File: src/rtl/core/assert_macros.svh
// assertion helpers, empty when synthesizing
`ifndef ASSERT_MACROS_SVH
`define ASSERT_MACROS_SVH

`ifndef SYNTHESIS

`define MLCD_ASSERT(label, clk, rst_n, prop) \
    label: assert property (@(posedge clk) disable iff (!(rst_n)) prop) \
        else $error("mlcd assertion failed");

`define MLCD_ASSERT_ALWAYS(label, clk, prop) \
    label: assert property (@(posedge clk) prop) \
        else $error("mlcd assertion failed");

`else

`define MLCD_ASSERT(label, clk, rst_n, prop)

`define MLCD_ASSERT_ALWAYS(label, clk, prop)

`endif

`endif

File: src/rtl/core/mlcd_pkg.sv
package mlcd_pkg;

    localparam int SLOT_COUNT = 16;

    localparam logic [3:0] SLOT_START = 4'd1;
    localparam logic [3:0] SLOT_FRAME = 4'd14;

    localparam logic [6:0] SEG_BLANK    = 7'h00;
    localparam logic [6:0] SEG_OVERLOAD = 7'h68;

    localparam logic [3:0] DIG_OVERLOAD = 4'd10;
    localparam logic [3:0] DIG_BLANK    = 4'd11;
    localparam logic [3:0] DIG_UNKNOWN  = 4'd12;

    localparam int DIGIT_COUNT = 10;

    localparam logic [6:0] SEG_DIGITS [DIGIT_COUNT] = '{
        7'h7D, 7'h05, 7'h5B, 7'h1F, 7'h27, 7'h3E, 7'h7E, 7'h15, 7'h7F, 7'h3F
    };

    typedef logic [SLOT_COUNT-1:0][3:0] t_slots;

    typedef struct packed {
        logic       vld;
        logic [3:0] slot;
        logic [3:0] data;
    } t_step;

    typedef struct packed {
        logic advance;
        logic fire;
    } t_ctl;

    typedef struct packed {
        logic       negative;
        logic [3:0] digit_0;
        logic [3:0] digit_1;
        logic [3:0] digit_2;
        logic [3:0] digit_3;
        logic [2:0] point_mask;
        logic [9:0] unit_mask;
        logic [7:0] status_mask;
    } t_result;

    function automatic logic [3:0] decode_digit(input logic [6:0] code);
        logic [3:0] res;
        res = DIG_UNKNOWN;
        if (code == SEG_BLANK) begin
            res = DIG_BLANK;
        end else if (code == SEG_OVERLOAD) begin
            res = DIG_OVERLOAD;
        end else begin
            for (int i = 0; i < DIGIT_COUNT; i++) begin
                if (SEG_DIGITS[i] == code) begin
                    res = 4'(i);
                end
            end
        end
        return res;
    endfunction

endpackage

File: src/rtl/core/mlcd_if.sv
interface mlcd_rx_if;
    logic       valid;
    logic       ready;
    logic [7:0] rx_byte;

    modport source (output valid, output rx_byte, input ready);
    modport sink   (input valid, input rx_byte, output ready);
endinterface

interface mlcd_res_if;
    logic       valid;
    logic       ready;
    logic       negative;
    logic [3:0] digit_0;
    logic [3:0] digit_1;
    logic [3:0] digit_2;
    logic [3:0] digit_3;
    logic [2:0] point_mask;
    logic [9:0] unit_mask;
    logic [7:0] status_mask;

    modport source (
        output valid, output negative, output digit_0, output digit_1,
        output digit_2, output digit_3, output point_mask, output unit_mask,
        output status_mask, input ready
    );
    modport sink (
        input valid, input negative, input digit_0, input digit_1,
        input digit_2, input digit_3, input point_mask, input unit_mask,
        input status_mask, output ready
    );
endinterface

File: src/rtl/core/mlcd_in_reg.sv
module mlcd_in_reg
    import mlcd_pkg::*;
(
    input  logic   i_clk,
    input  logic   i_rst_n,
    mlcd_rx_if.sink i_rx,
    input  logic   i_advance,
    output t_step  o_step
);

    logic       r_vld;
    logic [7:0] r_byte;

    assign i_rx.ready = !r_vld || i_advance;

    always_ff @(posedge i_clk) begin
        if (!i_rst_n) begin
            r_vld <= 1'b0;
        end else if (i_rx.ready) begin
            r_vld <= i_rx.valid;
        end
    end

    always_ff @(posedge i_clk) begin
        if (i_rx.valid && i_rx.ready) begin
            r_byte <= i_rx.rx_byte;
        end
    end

    assign o_step.vld  = r_vld;
    assign o_step.slot = r_byte[7:4];
    assign o_step.data = r_byte[3:0];

endmodule

File: src/rtl/core/mlcd_slots.sv
module mlcd_slots
    import mlcd_pkg::*;
(
    input  logic   i_clk,
    input  logic   i_rst_n,
    input  t_step  i_step,
    input  logic   i_out_free,
    output t_slots o_slots,
    output t_ctl   o_ctl
);

    t_slots r_slots;
    t_slots n_slots;
    logic   r_start;
    logic   frame;

    // store view with the pending byte already written
    always_comb begin
        n_slots = r_slots;
        n_slots[i_step.slot] = i_step.data;
    end

    assign frame         = i_step.vld && (i_step.slot == SLOT_FRAME) && r_start;
    assign o_ctl.advance = i_step.vld && (!frame || i_out_free);
    assign o_ctl.fire    = frame && i_out_free;
    assign o_slots       = n_slots;

    always_ff @(posedge i_clk) begin
        if (!i_rst_n) begin
            r_slots <= '0;
            r_start <= 1'b0;
        end else if (o_ctl.advance) begin
            r_slots <= n_slots;
            if (i_step.slot == SLOT_START) begin
                r_start <= 1'b1;
            end
        end
    end

endmodule

File: src/rtl/core/mlcd_out_reg.sv
module mlcd_out_reg
    import mlcd_pkg::*;
(
    input  logic   i_clk,
    input  logic   i_rst_n,
    input  t_slots i_slots,
    input  logic   i_fire,
    output logic   o_free,
    mlcd_res_if.source o_res
);

    logic    r_vld;
    t_result r_res;
    t_result n_res;
    logic    hertz;
    logic    ohms;

    assign hertz = i_slots[13][1];
    assign ohms  = i_slots[12][2];

    always_comb begin
        n_res.negative    = i_slots[2][3];
        n_res.digit_0     = decode_digit({i_slots[2][2:0], i_slots[3]});
        n_res.digit_1     = decode_digit({i_slots[4][2:0], i_slots[5]});
        n_res.digit_2     = decode_digit({i_slots[6][2:0], i_slots[7]});
        n_res.digit_3     = decode_digit({i_slots[8][2:0], i_slots[9]});
        n_res.point_mask  = {i_slots[8][3], i_slots[6][3], i_slots[4][3]};
        n_res.unit_mask   = {
            ohms && i_slots[10][1],
            ohms && i_slots[11][1],
            ohms,
            !hertz && i_slots[14][0],
            hertz,
            i_slots[13][2],
            i_slots[13][3],
            i_slots[11][3],
            i_slots[10][3],
            i_slots[10][2]
        };
        n_res.status_mask = {
            i_slots[13][0],
            i_slots[11][0],
            i_slots[11][2],
            i_slots[10][0],
            i_slots[12][1],
            i_slots[12][0],
            i_slots[1][1],
            i_slots[1][3]
        };
    end

    assign o_free = !r_vld || o_res.ready;

    always_ff @(posedge i_clk) begin
        if (!i_rst_n) begin
            r_vld <= 1'b0;
        end else if (i_fire) begin
            r_vld <= 1'b1;
        end else if (o_res.ready) begin
            r_vld <= 1'b0;
        end
    end

    always_ff @(posedge i_clk) begin
        if (i_fire) begin
            r_res <= n_res;
        end
    end

    assign o_res.valid       = r_vld;
    assign o_res.negative    = r_res.negative;
    assign o_res.digit_0     = r_res.digit_0;
    assign o_res.digit_1     = r_res.digit_1;
    assign o_res.digit_2     = r_res.digit_2;
    assign o_res.digit_3     = r_res.digit_3;
    assign o_res.point_mask  = r_res.point_mask;
    assign o_res.unit_mask   = r_res.unit_mask;
    assign o_res.status_mask = r_res.status_mask;

endmodule

File: src/rtl/core/meter_lcd_frame_decoder.sv
// channel   dir   payload                                        transfer
// i_rx      in    rx_byte                                        valid && ready
// o_res     out   negative, digit_0..3, point/unit/status masks  valid && ready
//
// one byte per cycle unless a slot 14 byte waits on a stalled result; a frame result
// is decoded from the input register into the result register and is then valid
// synchronous active-low reset clears the slot store, start flag and valids
// a stalled result holds only a slot 14 byte in the input register; other
// bytes keep flowing into the slot store until that byte is held there
`include "assert_macros.svh"

module meter_lcd_frame_decoder
    import mlcd_pkg::*;
(
    input  logic       i_clk,
    input  logic       i_rst_n,
    mlcd_rx_if.sink    i_rx,
    mlcd_res_if.source o_res
);

    t_step  w_step;
    t_ctl   w_ctl;
    t_slots w_slots;
    logic   w_out_free;

    mlcd_in_reg u_in_reg (
        .i_clk     (i_clk),
        .i_rst_n   (i_rst_n),
        .i_rx      (i_rx),
        .i_advance (w_ctl.advance),
        .o_step    (w_step)
    );

    mlcd_slots u_slots (
        .i_clk      (i_clk),
        .i_rst_n    (i_rst_n),
        .i_step     (w_step),
        .i_out_free (w_out_free),
        .o_slots    (w_slots),
        .o_ctl      (w_ctl)
    );

    mlcd_out_reg u_out_reg (
        .i_clk   (i_clk),
        .i_rst_n (i_rst_n),
        .i_slots (w_slots),
        .i_fire  (w_ctl.fire),
        .o_free  (w_out_free),
        .o_res   (o_res)
    );

    `MLCD_ASSERT(a_fire_gives_result, i_clk, i_rst_n, w_ctl.fire |=> o_res.valid)
    `MLCD_ASSERT(a_result_from_fire, i_clk, i_rst_n, $rose(o_res.valid) |-> $past(w_ctl.fire))
    `MLCD_ASSERT(a_stall_holds, i_clk, i_rst_n, w_step.vld && !w_ctl.advance |=> $stable(w_step))
    `MLCD_ASSERT_ALWAYS(a_fire_needs_room, i_clk, w_ctl.fire |-> w_out_free && w_ctl.advance)

endmodule
File: src/flat_wrapper.sv
// flat-port wrapper written by rule: the top's interface ports become plain ports
module meter_lcd_frame_decoder_flat import mlcd_pkg::*;
  (i_clk, i_rst_n, i_rx_valid, i_rx_rx_byte, i_rx_ready, o_res_valid, o_res_negative, o_res_digit_0, o_res_digit_1, o_res_digit_2, o_res_digit_3, o_res_point_mask, o_res_unit_mask, o_res_status_mask, o_res_ready);
  mlcd_rx_if i_rx_i ();
  mlcd_res_if o_res_i ();
  input  logic i_clk;
  input  logic i_rst_n;
  input wire logic [$bits(i_rx_i.valid)-1:0] i_rx_valid;
  input wire logic [$bits(i_rx_i.rx_byte)-1:0] i_rx_rx_byte;
  output wire logic [$bits(i_rx_i.ready)-1:0] i_rx_ready;
  output wire logic [$bits(o_res_i.valid)-1:0] o_res_valid;
  output wire logic [$bits(o_res_i.negative)-1:0] o_res_negative;
  output wire logic [$bits(o_res_i.digit_0)-1:0] o_res_digit_0;
  output wire logic [$bits(o_res_i.digit_1)-1:0] o_res_digit_1;
  output wire logic [$bits(o_res_i.digit_2)-1:0] o_res_digit_2;
  output wire logic [$bits(o_res_i.digit_3)-1:0] o_res_digit_3;
  output wire logic [$bits(o_res_i.point_mask)-1:0] o_res_point_mask;
  output wire logic [$bits(o_res_i.unit_mask)-1:0] o_res_unit_mask;
  output wire logic [$bits(o_res_i.status_mask)-1:0] o_res_status_mask;
  input wire logic [$bits(o_res_i.ready)-1:0] o_res_ready;
  assign i_rx_i.valid = i_rx_valid;
  assign i_rx_i.rx_byte = i_rx_rx_byte;
  assign i_rx_ready = i_rx_i.ready;
  assign o_res_valid = o_res_i.valid;
  assign o_res_negative = o_res_i.negative;
  assign o_res_digit_0 = o_res_i.digit_0;
  assign o_res_digit_1 = o_res_i.digit_1;
  assign o_res_digit_2 = o_res_i.digit_2;
  assign o_res_digit_3 = o_res_i.digit_3;
  assign o_res_point_mask = o_res_i.point_mask;
  assign o_res_unit_mask = o_res_i.unit_mask;
  assign o_res_status_mask = o_res_i.status_mask;
  assign o_res_i.ready = o_res_ready;
  meter_lcd_frame_decoder u_core (.i_clk(i_clk), .i_rst_n(i_rst_n), .i_rx(i_rx_i), .o_res(o_res_i));
endmodule
File: config.mk
export PLATFORM = sky130hd
export DESIGN_NAME = meter_lcd_frame_decoder_flat
export DESIGN_NICKNAME = d
export VERILOG_FILES = /design/src/rtl/core/mlcd_pkg.sv /design/src/rtl/core/mlcd_if.sv /design/src/rtl/core/mlcd_in_reg.sv /design/src/rtl/core/mlcd_slots.sv /design/src/rtl/core/mlcd_out_reg.sv /design/src/rtl/core/meter_lcd_frame_decoder.sv /design/src/flat_wrapper.sv
export VERILOG_INCLUDE_DIRS = /design/src /design/src/rtl/core
export SDC_FILE = /design/constraint.sdc
export NUM_CORES = 1
export LEC_CHECK = 0
export ABC_AREA = 1
export BUFFER_PORTS_ARGS = -buffer_cell sky130_fd_sc_hd__buf_2
export CAP_MARGIN = 30
export CORE_ASPECT_RATIO = 1.5
export CORE_MARGIN = 2
export CORE_UTILIZATION = 55
export CTS_CLUSTER_DIAMETER = 150
export DETAILED_ROUTE_END_ITERATION = 7
export HOLD_SLACK_MARGIN = 0.1
export PLACE_DENSITY = 0.75
export SYNTH_ARGS = -nofsm -noshare
export SYNTH_HDL_FRONTEND = slang
export SYNTH_SLANG_ARGS = --single-unit
File: constraint.sdc
create_clock -name i_clk -period 7.5 [get_ports i_clk]
set_input_delay 1.125 -clock i_clk [delete_from_list [all_inputs] [get_ports i_clk]]
set_output_delay 1.125 -clock i_clk [all_outputs]
set_load 0.03 [all_outputs]
* After elaboration in Yosys (flattened, before gate mapping)
Cells that the tools add are included.
** Storage, ports and cells
- Output and inout bits :: 40
- Word-level logic and storage cells :: 163
- Input bits :: 12
- Register bits after elaboration :: 113
** Cells by class
- Magnitude comparators :: 2
- Reductions and logical operators :: 30
- Muxes and demuxes :: 49
- Equal/unequal tests :: 46
** Operators with widths (count)
- 4-bit two-way mux :: 33
- 7-bit == test, first input constant :: 16
- 6-bit by 7-bit == test with 1-bit output, first input constant :: 12
- 64-bit bitwise mux :: 1
- 5-bit by 7-bit == test with 1-bit output, first input constant :: 8
- 3-bit by 7-bit == test with 1-bit output, first input constant :: 4
- 7-bit == test, second input constant :: 4
- 7-bit logical NOT :: 4
- 4-bit demux with 4-bit select :: 1
- 2-bit two-way mux :: 8
- 4-bit OR reduction :: 4
- 1-bit logical AND :: 9
- 2-bit OR reduction :: 4
- 1-bit two-way mux :: 6
- 4-bit by 5-bit < comparator with 1-bit output, second input constant :: 1
- 4-bit by 1-bit == test with 1-bit output, second input constant :: 1
- 4-bit == test, second input constant :: 1
- 4-bit by 1-bit greater-or-equal comparator with 1-bit output, second input constant :: 1
- 1-bit logical NOT :: 4
- 1-bit logical OR :: 3
- 2-bit AND reduction :: 1
- 2-bit nonzero test :: 1

* Logic depth before layout (Yosys ltp)
Gate-level depths: netlist of the first run.
- Depth in word-level cells :: 17
- Mapped depth :: 14
- Gate-level depth less buffers :: 14

* Modules after synthesis
A second synthesis of the first run with hierarchy kept.
** Unflattened totals
- Cell total of the unflattened synthesis :: 1013
- Area total of the unflattened synthesis :: 6439.9 um^2
** Modules (own cells, without submodules)
- mlcd_slots :: area an instance 3967.6 um^2, cells an instance 719, times used 1
- mlcd_out_reg :: area an instance 2173.3 um^2, cells an instance 278, times used 1
- mlcd_in_reg :: area an instance 299.0 um^2, cells an instance 16, times used 1

* Worst setup path after synthesis of the first run
Ideal clock, no wire load.
- Kind :: in2reg
- Start point :: input port o_res_ready
- End point :: register u_core.u_out_reg.r_res, in the netlist u_core.u_out_reg.o_res.digit_0[0], enable pin
- Data required time :: 7.019 ns
- Arrival time :: 3.820 ns
- Cell stages on the path :: 2
- Slack :: 3.199 ns
- Cell sequence :: nor2_1 -> nor3_1
** Between the ends
- Word-level cells in the longest chain between the ends :: 2
** Ends and longest elaborated chain
- from (decl) :: line flat_wrapper.sv:20 : input wire logic [$bits(o_res_i.ready)-1:0] o_res_ready;
- 1-bit logical OR :: line mlcd_out_reg.sv:52 : assign o_free = !r_vld || o_res.ready;
- 1-bit logical AND :: line mlcd_slots.sv:25 : assign o_ctl.fire = frame && i_out_free;
- net u_core.u_out_reg.i_fire :: line mlcd_out_reg.sv:7 : input logic i_fire,
- to (signal assigned) :: line mlcd_out_reg.sv:66 : r_res <= n_res;
- to (decl) :: line mlcd_out_reg.sv:13 : t_result r_res;
The timed path passes the listed nets, and every way through them passes these cells.
A chain may end at the register's enable or synchronous reset.

* Worst setup path in the final report of the first run
- Start point :: register u_core.u_in_reg.r_byte[5]
- End point :: register u_core.u_slots.r_slots[12] (netlist bit)
** Between the ends
- Word-level cells in the longest chain between the ends :: 6
- Elaborated cells on any way between the ends :: 12
- Classes of those cells :: order compare: 2; eq/ne: 1; mux: 3; reduce/logical: 6
** Ends and longest elaborated chain
- from (decl) :: line mlcd_in_reg.sv:12 : logic [7:0] r_byte;
- from (signal assigned) :: line mlcd_in_reg.sv:26 : r_byte <= i_rx.rx_byte;
- parallel branches: the longest is 6 deep, another holds 4-bit by 5-bit < comparator with 1-bit output
- to (signal assigned) :: line mlcd_slots.sv:33 : r_slots <= n_slots;
- to (decl) :: line mlcd_slots.sv:12 : t_slots r_slots;
Parallel ways; which one is timed is not known.

==> results of run 1 <==
[flip-flops by register name, summed over array words and instances, names as in the netlist]
register and count:
u_core.u_in_reg.r_vld 1, u_core.u_slots.r_start 1, u_core.u_out_reg.o_res.digit_0 4, u_core.u_out_reg.o_res.unit_mask 10, u_core.u_out_reg.o_res.point_mask 3, u_core.u_out_reg.o_res.digit_2 4, u_core.u_out_reg.o_res.digit_3 4, u_core.u_out_reg.o_res.digit_1 4
u_core.u_out_reg.o_res.negative 1, u_core.u_in_reg.r_byte 8, u_core.u_out_reg.o_res.valid 1, u_core.u_slots.r_slots 50, u_core.u_out_reg.o_res.status_mask 8
[stage by stage]
step           utilization (%)  setup slack (ns)  cells  power, mW  area [sq um]
3_3_place_gp              59.9              4.25    830      0.767          5290
2_1_floorplan                -              3.20    686      0.733          4970
5_1_grt                   63.5              4.14    846       1.31          5610
6_report                  63.5              4.45    846       1.26          5610
4_1_cts                   63.5              4.49    846       1.27          5610
3_5_place_dp              59.9              4.14    830      0.772          5290
[final cells by class]
| cell class | instances | area, sq um |
|---|---|---|
| Clock inverter | 6 | 93.8 |
| Tap cell | 110 | 138 |
| Fill cell | 800 | 3220 |
| Multi-Input combinational cell | 516 | 2240 |
| Timing Repair Buffer | 52 | 263 |
| Sequential cell | 99 | 2440 |
| Clock buffer | 10 | 229 |
| Inverter | 53 | 199 |
[critical path, stage by stage, from the launching register on]
cell      delay, ns
edfxtp_1       0.49
inv_2          0.10
nor2_4         0.20
nand2_1        0.19
nor2_1         0.16
nand2_1        0.12
nand2_2        0.64
inv_2          0.58
o21ai_0        0.34
a31oi_1        0.07
[power breakdown]
group          switching (mW)  leakage [nW]  internal (mW)
clock network           0.204         0.159          0.296
registers              0.0168         0.860          0.590
logic                   0.112          1.40         0.0441
[how the worst min path moves through the flow]
stage / startpoint / endpoint / slack, ns / depth (start not counted)
floorplan: u_core.u_slots.r_slots[5] / u_core.u_slots.r_slots[5] / 0.42 / 2
global placement: u_core.u_slots.r_slots[5] / u_core.u_slots.r_slots[5] / 0.44 / 2
detailed placement: u_core.u_slots.r_slots[5] / u_core.u_slots.r_slots[5] / 0.45 / 2
CTS: u_core.u_slots.r_slots[5] / u_core.u_slots.r_slots[5] / 0.46 / 2
global route: u_core.u_slots.r_slots[9] / u_core.u_slots.r_slots[9] / 0.48 / 2
finish: u_core.u_slots.r_slots[5] / u_core.u_slots.r_slots[5] / 0.46 / 2
[synthesized netlist by cell type, drive strengths merged, types with 3 or more instances]
library cell and instances:
o21ai 66, inv 52, nand3 40, dfxtp 53
nor2 140, nand4 13, a31oi 4, buf 9
nand2 215, a21oi 27, clkbuf 9, a211oi 7
nor3 3, edfxtp 46
[routing by layer]
layer,vias up,global-route usage [%],routed length (um)
met5,-,0,0
met4,0,14.3,371
met3,39,4.33,546
met2,156,42.2,5990
met1,2148,29.5,4790
li1,2339,-,-
[logic make-up after synthesis]
kind of cell / Yosys count / share of synthesized area, %
compound gates: 105 / 11.2
flops: 99 / 49.2
simple gates: 411 / 33.9
buf+inv: 71 / 5.74
==> results.py, run 1 <==
metrics = {
    "clocking": {
        "root_buffer": "clkbuf_16",
        "numCtsBuffers": 9,
        "cts_tree": "done",
        "ctsResizeCount": 0,
        "ctsLongestPathBuffers": 2,
        "clkLatencyLatePin_ns": 0.35,
        "clock_sinks": 99,
        "cts_hold_buf": 0,
        "clk_pin_slew_worst_paths_ns": 0.07,
        "h-tree-depth": 3,
        "post-cts-setup-buffers": 0,
    },
    "grt": {
        "grt_start_max_net_pins": 55,
        "grt_overflow_total": 0,
        "grt_pass1_vias": 4370,
        "antenna_found_initial": 0,
        "grt_usage_pct": 25.1,
        "grt_pass1_wl_um": 19000,
    },
    "yosys": {
        "seq_area_frac_synth_pct": 49.2,
        "yosysWarnings": 0,
        "synth.largest_area_cell": "edfxtp_1",
        "ys_top_cells_by_area": "edfxtp_1 28%, dfxtp_1 21%, nand2_1 16%, nor2_1 10%, o21ai_0 4.9%",
        "synthArstFlopShare_pct": 0,
        "synth_top_area_share_pct": 27.8,
        "synth_edf_count": 46,
        "synth_area_sq_um": 4970,
        "syn_area_per_cell_sq_um": 7.24,
        "yosysUniqueCellTypes": 24,
        "ys.flop_type": "dfxtp_1",
        "syn-num-nets": 698,
        "syn_inst": 686,
        "ys_seq_elements": 99,
    },
    "critical_path": {
        "r2r_slack_ns": 4.45,
        "r2r_start": "u_core.u_in_reg.r_byte[5]",
        "crit_end": "u_core.u_slots.r_slots[12]",
        "worstSetupPathType": "reg -> reg",
        "cp.arrival_ns": 3.25,
        "critPathLaunch": "u_core.u_in_reg.r_byte[5]",
        "cp-end-kind": "register",
        "reg2regPathDepth": 9,
        "critPathLaunchType": "register",
        "timing.critical_path.required_ns": 7.69,
        "crit_fanout": 54,
        "reg2reg_to": "u_core.u_slots.r_slots[12]",
    },
    "place": {
        "hpwl_um": 8280,
        "port_buffers": 51,
        "gp_congestion": 0.877,
    },
    "layout": {
        "final_common_cell": "nand2_1",
        "final_net_count": 743,
        "final_cell_mix": "209 x nand2_1, 133 x nor2_1, 53 x dfxtp_1, 51 x buf_2, 49 x o21ai_0",
        "antenna_cells": 0,
        "final_layout_size_suffix_gt1_share_pct": 12.8,
        "area_growth_pct": 12.9,
    },
    "sta": {
        "rsz0062_at_grt": "no",
        "tightest_slew_ns": 0.853,
        "hold_ws_ns": 0.458,
        "tns_ns": 0,
        "slew_viol_final": 0,
        "min_period_over_period_pct": 40.7,
        "finalClockSkew_ns": 0.00787,
        "setup_viol": 0,
        "relSlewSlack_pct": 43.1,
        "clock.fmax_mhz": 328,
        "hold_viol_final": 0,
        "fin_crit_ns": 3.05,
    },
    "route": {
        "wl_per_cell_um": 13.8,
        "num_vias": 4682,
        "drc": 0,
        "first_pass_iters": 6,
        "drt_iter0_markers": 348,
        "routed_wl_um": 11700,
        "antenna_left": 0,
        "avgViaCountPerCell": 5.53,
    },
    "die": {
        "die_w_um": 81.6,
        "dieArea_sq_um": 9820,
        "core-area_sq_um": 8830,
        "start_util_pct": 56.3,
        "num_rows": 42,
        "io_pins": 52,
        "die_h_um": 120,
    },
    "power_and_ir_drop": {
        "p_per_area_nw_per_um2": 225,
        "ir_worst_vdd_v": 0.000139,
        "p_leak_nw": 2.42,
    },
    "hold_path": {
        "hp-class": "reg -> reg",
    },
    "outcome": {
        "outcome": "finished, final reports clean",
    },
    "run": {
        "maxCapViolations": 0,
    },
}
(Power assumes the default switching activity.)
==> run 2: changes to the inputs <==
==> constraint.sdc (replaced) <==
create_clock -name i_clk -period 3.1 [get_ports i_clk]
set_input_delay 0.465 -clock i_clk [delete_from_list [all_inputs] [get_ports i_clk]]
set_output_delay 0.465 -clock i_clk [all_outputs]
set_load 0.03 [all_outputs]
==> results.py, run 2 (synthesis results as in run 1) <==
metrics = {
    "route": {
        "avgViaCountPerCell": 5.58,
        "drt_iter0_markers": 412,
        "met1_length_um": 4800,
        "routed_wl_um": 11900,
        "antenna_left": 0,
        "wl_per_cell_um": 14.1,
        "wl_met2_um": 6030,
        "num_vias": 4731,
        "met3_length_um": 675,
        "first_pass_iters": 5,
        "routed.top_layer": "met4",
        "drc": 0,
    },
    "critical_path": {
        "timing.critical_path.required_ns": 3.37,
        "r2r_slack_ns": 0.86,
        "timing.critical_path.buf_inv": 2,
        "crit_fanout": 54,
        "cpPeakStageDelay_ns": 0.62,
        "reg2reg_to": "u_core.u_slots.r_slots[22]",
        "critPathSlowestCell": "inv_2",
        "critPathLaunchType": "register",
        "reg2regPathDepth": 9,
        "cp.arrival_ns": 2.51,
        "cp_cell_sequence": "inv_2, nor2_4, nand2_1, nor2_1, nand2_1, nand2_2, inv_2, o21ai_0, a21oi_1",
        "crit_family": "buffers and inverters",
        "cp-end-kind": "register",
        "r2r_start": "u_core.u_in_reg.r_byte[5]",
        "worstSetupPathType": "reg -> reg",
    },
    "clocking": {
        "cts_hold_buf": 0,
        "post-cts-setup-buffers": 0,
        "ctsResizeCount": 0,
        "clkLatencyLatePin_ns": 0.35,
        "numCtsBuffers": 9,
        "clock_sinks": 99,
        "clk_pin_slew_worst_paths_ns": 0.07,
        "root_buffer": "clkbuf_16",
        "cts_tree": "done",
        "h-tree-depth": 3,
        "ctsLongestPathBuffers": 2,
    },
    "layout": {
        "area_growth_pct": 12.7,
        "fillers": 808,
        "antenna_cells": 0,
        "largest_register_ffs": 50,
        "final_common_cell": "nand2_1",
        "final_cell_mix": "209 x nand2_1, 133 x nor2_1, 53 x dfxtp_1, 51 x buf_2, 49 x o21ai_0",
        "final_layout_size_suffix_gt1_share_pct": 12.9,
        "final_net_count": 745,
        "largest_register": "u_core.u_slots.r_slots",
    },
    "grt": {
        "grt_overflow_total": 0,
        "grt_usage_pct": 25.9,
        "grt_pass1_wl_um": 19800,
        "grt_pass1_vias": 4421,
        "antenna_found_initial": 0,
        "grt_start_max_net_pins": 55,
    },
    "sta": {
        "min_period_over_period_pct": 72.2,
        "setup_viol": 0,
        "tns_ns": 0,
        "tightest_slew_ns": 0.854,
        "slew_viol_final": 0,
        "hold_viol_final": 0,
        "rsz0062_at_grt": "no",
        "hold_ws_ns": 0.286,
        "clock.fmax_mhz": 447,
        "fin_crit_ns": 2.24,
        "relSlewSlack_pct": 43.0,
        "finalClockSkew_ns": 0.00747,
    },
    "die": {
        "dieArea_sq_um": 9820,
        "start_util_pct": 56.3,
        "num_rows": 42,
        "core-area_sq_um": 8830,
        "die_h_um": 120,
        "io_pins": 52,
        "die_w_um": 81.6,
    },
    "hold_path": {
        "min_from": "i_rx_rx_byte[2]",
        "hold_end": "u_core.u_in_reg.r_byte[2]",
        "hp-class": "in -> reg",
        "worstHoldPathCells": 1,
    },
    "power_and_ir_drop": {
        "ir_worst_vdd_v": 0.000369,
        "p_leak_nw": 2.41,
        "p_per_area_nw_per_um2": 520,
    },
    "place": {
        "gp_congestion": 0.928,
        "port_buffers": 51,
        "hpwl_um": 8420,
    },
    "run": {
        "maxCapViolations": 0,
    },
    "outcome": {
        "outcome": "finished, final reports clean",
    },
}
-- run 2: cell count changes in the layout (fill, tap and decap cells not counted), sizes merged --
cell    delta
clkbuf     +1
bufinv     -2
buf        +2
inv        +2
clkinv     -1
-- run 2: layout make-up --
class	instances	area (sq um)	area share, %
sequential	99	2440	43.6
multi-input combinational	516	2250	40.2
timing repair buffer	54	290	5.19
clock buffer	11	233	4.16
inverter	53	199	3.55
tap	110	138	2.46
clock inverter	5	43.8	0.782
-- run 2: power by group --
part           internal [mW]  leakage (nW)  switching [mW]
Combinational          0.108          1.41           0.270
Clock                  0.560         0.136           0.504
Sequential              1.43         0.860          0.0388
-- run 2: worst max-delay path by stage --
stage | startpoint | end | slack [ns] | cells past startpoint
floorplan | u_core.u_in_reg.r_byte[5] | u_core.u_out_reg.o_res.digit_0[0] | 0.41 | 4
CTS | u_core.u_in_reg.r_byte[5] | u_core.u_slots.r_slots[22] | 0.86 | 9
global route | u_core.u_in_reg.r_byte[5] | u_core.u_slots.r_slots[22] | 0.60 | 9
detailed placement | u_core.u_in_reg.r_byte[5] | u_core.u_slots.r_slots[8] | 0.93 | 9
global placement | u_core.u_in_reg.r_byte[4] | u_core.u_out_reg.o_res.digit_3[2] | 0.98 | 8
finish | u_core.u_in_reg.r_byte[5] | u_core.u_slots.r_slots[22] | 0.86 | 9
-- run 2: metrics by stage --
stage	std cells	power [mW]	instance area [sq um]	worst slack (ns)	utilization (%)
detailed placement	832	1.86	5320	0.932	60.3
floorplan	686	1.77	4970	0.410	-
finish	848	2.91	5600	0.863	63.4
global route	848	3.03	5600	0.596	63.4
global placement	832	1.85	5320	0.985	60.3
CTS	848	2.91	5600	0.859	63.4
-- run 2: metal layers --
layer  vias up  track usage (%)
met5         -                0
met4         0             12.2
met3        39             4.93
met2       200             44.4
met1      2148             30.6
li1       2344                -
==> run 3: changes to the inputs <==
--- a/config.mk
+++ b/config.mk
@@ -6,16 +6,16 @@
 export SDC_FILE = /design/constraint.sdc
 export NUM_CORES = 1
 export LEC_CHECK = 0
-export ABC_AREA = 1
+export ABC_AREA = 0
 export BUFFER_PORTS_ARGS = -buffer_cell sky130_fd_sc_hd__buf_2
 export CAP_MARGIN = 30
 export CORE_ASPECT_RATIO = 1.5
 export CORE_MARGIN = 2
-export CORE_UTILIZATION = 55
+export CORE_UTILIZATION = 54
 export CTS_CLUSTER_DIAMETER = 150
 export DETAILED_ROUTE_END_ITERATION = 7
 export HOLD_SLACK_MARGIN = 0.1
-export PLACE_DENSITY = 0.75
+export PLACE_DENSITY = 0.76
 export SYNTH_ARGS = -nofsm -noshare
 export SYNTH_HDL_FRONTEND = slang
 export SYNTH_SLANG_ARGS = --single-unit
==> constraint.sdc (replaced) <==
create_clock -name i_clk -period 1.8 [get_ports i_clk]
set_input_delay 0.27 -clock i_clk [delete_from_list [all_inputs] [get_ports i_clk]]
set_output_delay 0.27 -clock i_clk [all_outputs]
set_load 0.03 [all_outputs]
==> results.py, run 3 <==
metrics = {
    "outcome": {
        "outcome": "complete, but fails checks",
        "violations": "setup timing",
    },
    "critical_path": {
        "r2r_start": "u_core.u_in_reg.r_byte[7]",
        "cp_cell_sequence": "buf_4, buf_6, buf_6, nor4b_4, buf_4, nor4_1, o21ai_1, a32oi_2, a21oi_2, and3_1",
        "timing.critical_path.required_ns": 1.91,
        "cp-end-kind": "register",
        "reg2regPathDepth": 10,
        "timing.critical_path.buf_inv": 4,
        "reg2reg_to": "u_core.u_out_reg.o_res.digit_3[3]",
        "critPathLaunchType": "register",
        "worstSetupPathType": "reg -> reg",
        "cp.arrival_ns": 2.55,
        "critPathSlowestCell": "edfxtp_1",
        "cpPeakStageDelay_ns": 0.46,
        "r2r_slack_ns": -0.64,
        "crit_end": "u_core.u_out_reg.o_res.digit_3[3]",
        "worst-path-stages": 10,
        "critPathLaunch": "u_core.u_in_reg.r_byte[7]",
        "crit_fanout": 7,
        "crit_family": "simple AND/OR/NAND/NOR gates",
    },
    "die": {
        "die_w_um": 87.7,
        "die_h_um": 129,
        "num_rows": 45,
        "dieArea_sq_um": 11400,
        "start_util_pct": 55.6,
        "io_pins": 52,
        "core-area_sq_um": 10200,
    },
    "yosys": {
        "ys_seq_elements": 99,
        "syn-num-nets": 617,
        "synth_top_area_share_pct": 24.4,
        "ys.flop_type": "dfxtp_1",
        "netlist_top_cells_count": "100 x nand2_1, 53 x dfxtp_1, 46 x edfxtp_1",
        "syn_inst": 605,
        "synthArstFlopShare_pct": 0,
        "synth_area_sq_um": 5670,
        "syn_area_per_cell_sq_um": 9.37,
        "ys_top_cells_by_area": "edfxtp_1 24%, dfxtp_1 19%, nand2_1 6.6%, mux2i_1 4.9%, mux2_2 4.6%",
        "synthMostInstantiatedCell": "nand2_1",
        "seq_area_frac_synth_pct": 43.1,
        "yosysUniqueCellTypes": 68,
        "synth_edf_count": 46,
        "synth.largest_area_cell": "edfxtp_1",
        "yosysWarnings": 0,
    },
    "sta": {
        "fin_crit_ns": 2.44,
        "tightest_slew_ns": 0.709,
        "hold_viol_final": 0,
        "finalClockSkew_ns": 0.0113,
        "rsz0062_at_grt": "yes",
        "hold_ws_ns": 0.184,
        "setup_viol": 136,
        "min_period_over_period_pct": 136,
        "fin_ws_ns": -0.640,
        "slew_viol_final": 0,
        "relSlewSlack_pct": 52.7,
        "clock.fmax_mhz": 410,
    },
    "layout": {
        "final_cell_mix": "132 x buf_4, 68 x nand2_1, 53 x dfxtp_1, 50 x buf_2, 46 x edfxtp_1",
        "fin_cells": 964,
        "final_cell_area_sq_um": 8940,
        "final_layout_size_suffix_gt1_share_pct": 50.1,
        "area_growth_pct": 57.6,
        "final_net_count": 830,
        "antenna_cells": 0,
        "final_common_cell": "buf_4",
        "largest_register_ffs": 50,
        "utilization_pct": 87.7,
        "largest_register": "u_core.u_slots.r_slots",
    },
    "grt": {
        "grt_usage_pct": 33.5,
        "grt_overflow_total": 0,
        "antenna_found_initial": 0,
        "grt_pass1_wl_um": 29300,
        "grt_pass1_vias": 5801,
        "grt_start_max_net_pins": 54,
    },
    "route": {
        "drt_iter0_markers": 873,
        "num_vias": 6201,
        "routed_wl_um": 21900,
        "antenna_left": 0,
        "wl_per_cell_um": 22.7,
        "drc": 0,
        "avgViaCountPerCell": 6.43,
        "first_pass_iters": 6,
    },
    "run": {
        "maxCapViolations": 0,
    },
    "clocking": {
        "clk_pin_slew_worst_paths_ns": 0.08,
        "h-tree-depth": 3,
        "clkLatencyLatePin_ns": 0.36,
        "numCtsBuffers": 9,
        "ctsLongestPathBuffers": 2,
        "clock_sinks": 99,
        "cts_tree": "done",
        "root_buffer": "clkbuf_16",
    },
    "place": {
        "hpwl_um": 11700,
        "post_dp_cell_area_sq_um": 7180,
        "gp_congestion": 0.947,
        "port_buffers": 51,
        "place_inst": 890,
    },
    "power_and_ir_drop": {
        "fin_total_pwr_mw": 5.78,
        "ir_worst_vdd_v": 0.000605,
        "p_leak_nw": 3.79,
        "p_per_area_nw_per_um2": 647,
    },
    "hold_path": {
        "hp-class": "in -> reg",
    },
}
## run 3: stage by stage
stage	setup WS, ns	setup TNS, ns
floorplan	-0.493	-27.04
global placement	-0.557	-21.13
detailed placement	-0.753	-27.69
CTS	-0.546	-43.54
global route	-0.693	-68.88
finish	-0.640	-62.28
## run 3: where the power goes
part | total, mW | internal (mW) | switching (mW)
combinational | 1.36 | 0.687 | 0.678
sequential | 2.50 | 2.42 | 0.0839
clock | 1.91 | 0.964 | 0.951
## run 3: repair_timing
item / in CTS / in global routing
buffers inserted: 25 / 18
hold buffers: 8 / 0
pin swaps: 30 / 27
setup endpoints to repair: 127 / 136
resized for setup: 121 / 99
cloned: 13 / 1
endpoints found under the hold margin: 8 / 0
## run 3: cell type report
| type | instances | area, sq um |
|---|---|---|
| timing repair buffer | 251 | 2230 |
| fill | 453 | 1250 |
| tap | 141 | 176 |
| sequential | 99 | 2440 |
| multi-input combinational | 448 | 3770 |
| inverter | 9 | 33.8 |
| clock inverter | 7 | 58.8 |
| clock buffer | 9 | 225 |
## run 3: metal layers
layer  track usage, %  vias up  wire length [um]
li1                 -     2659                 -
met1             37.3     2981              7720
met2             60.3      411             11200
met3             6.43      150              1560
met4             15.9        0              1450
met5                0        -                 0
## run 3: how the worst min path moves through the flow
stage / to / from / cells after the start / slack [ns]
2_1_floorplan: u_core.u_in_reg.r_byte[0] / i_rx_rx_byte[0] / 0 / 0.37
3_3_place_gp: u_core.u_slots.r_slots[55] / u_core.u_slots.r_slots[55] / 2 / 0.44
3_5_place_dp: u_core.u_slots.r_slots[46] / u_core.u_slots.r_slots[46] / 2 / 0.45
4_1_cts: u_core.u_in_reg.r_vld / i_rx_valid / 3 / 0.17
5_1_grt: u_core.u_in_reg.r_vld / i_rx_valid / 3 / 0.19
6_report: u_core.u_in_reg.r_vld / i_rx_valid / 3 / 0.18
## run 3: cells by family after synthesis
kind of cell	Yosys count	share of synthesized area, %
flip-flops	99	43.1
AND/OR/NAND/NOR	259	24.7
AO/OA/AOI/OAI	133	17.3
buffers and inverters	60	4.97
XOR/XNOR	3	0.464
multiplexers	51	9.51
## run 3: worst min-delay path, delay by kind of cell
family / cells / cell delay (ns)
AO/OA/AOI/OAI: 1 / 0.06
buffers and inverters: 2 / 0.17
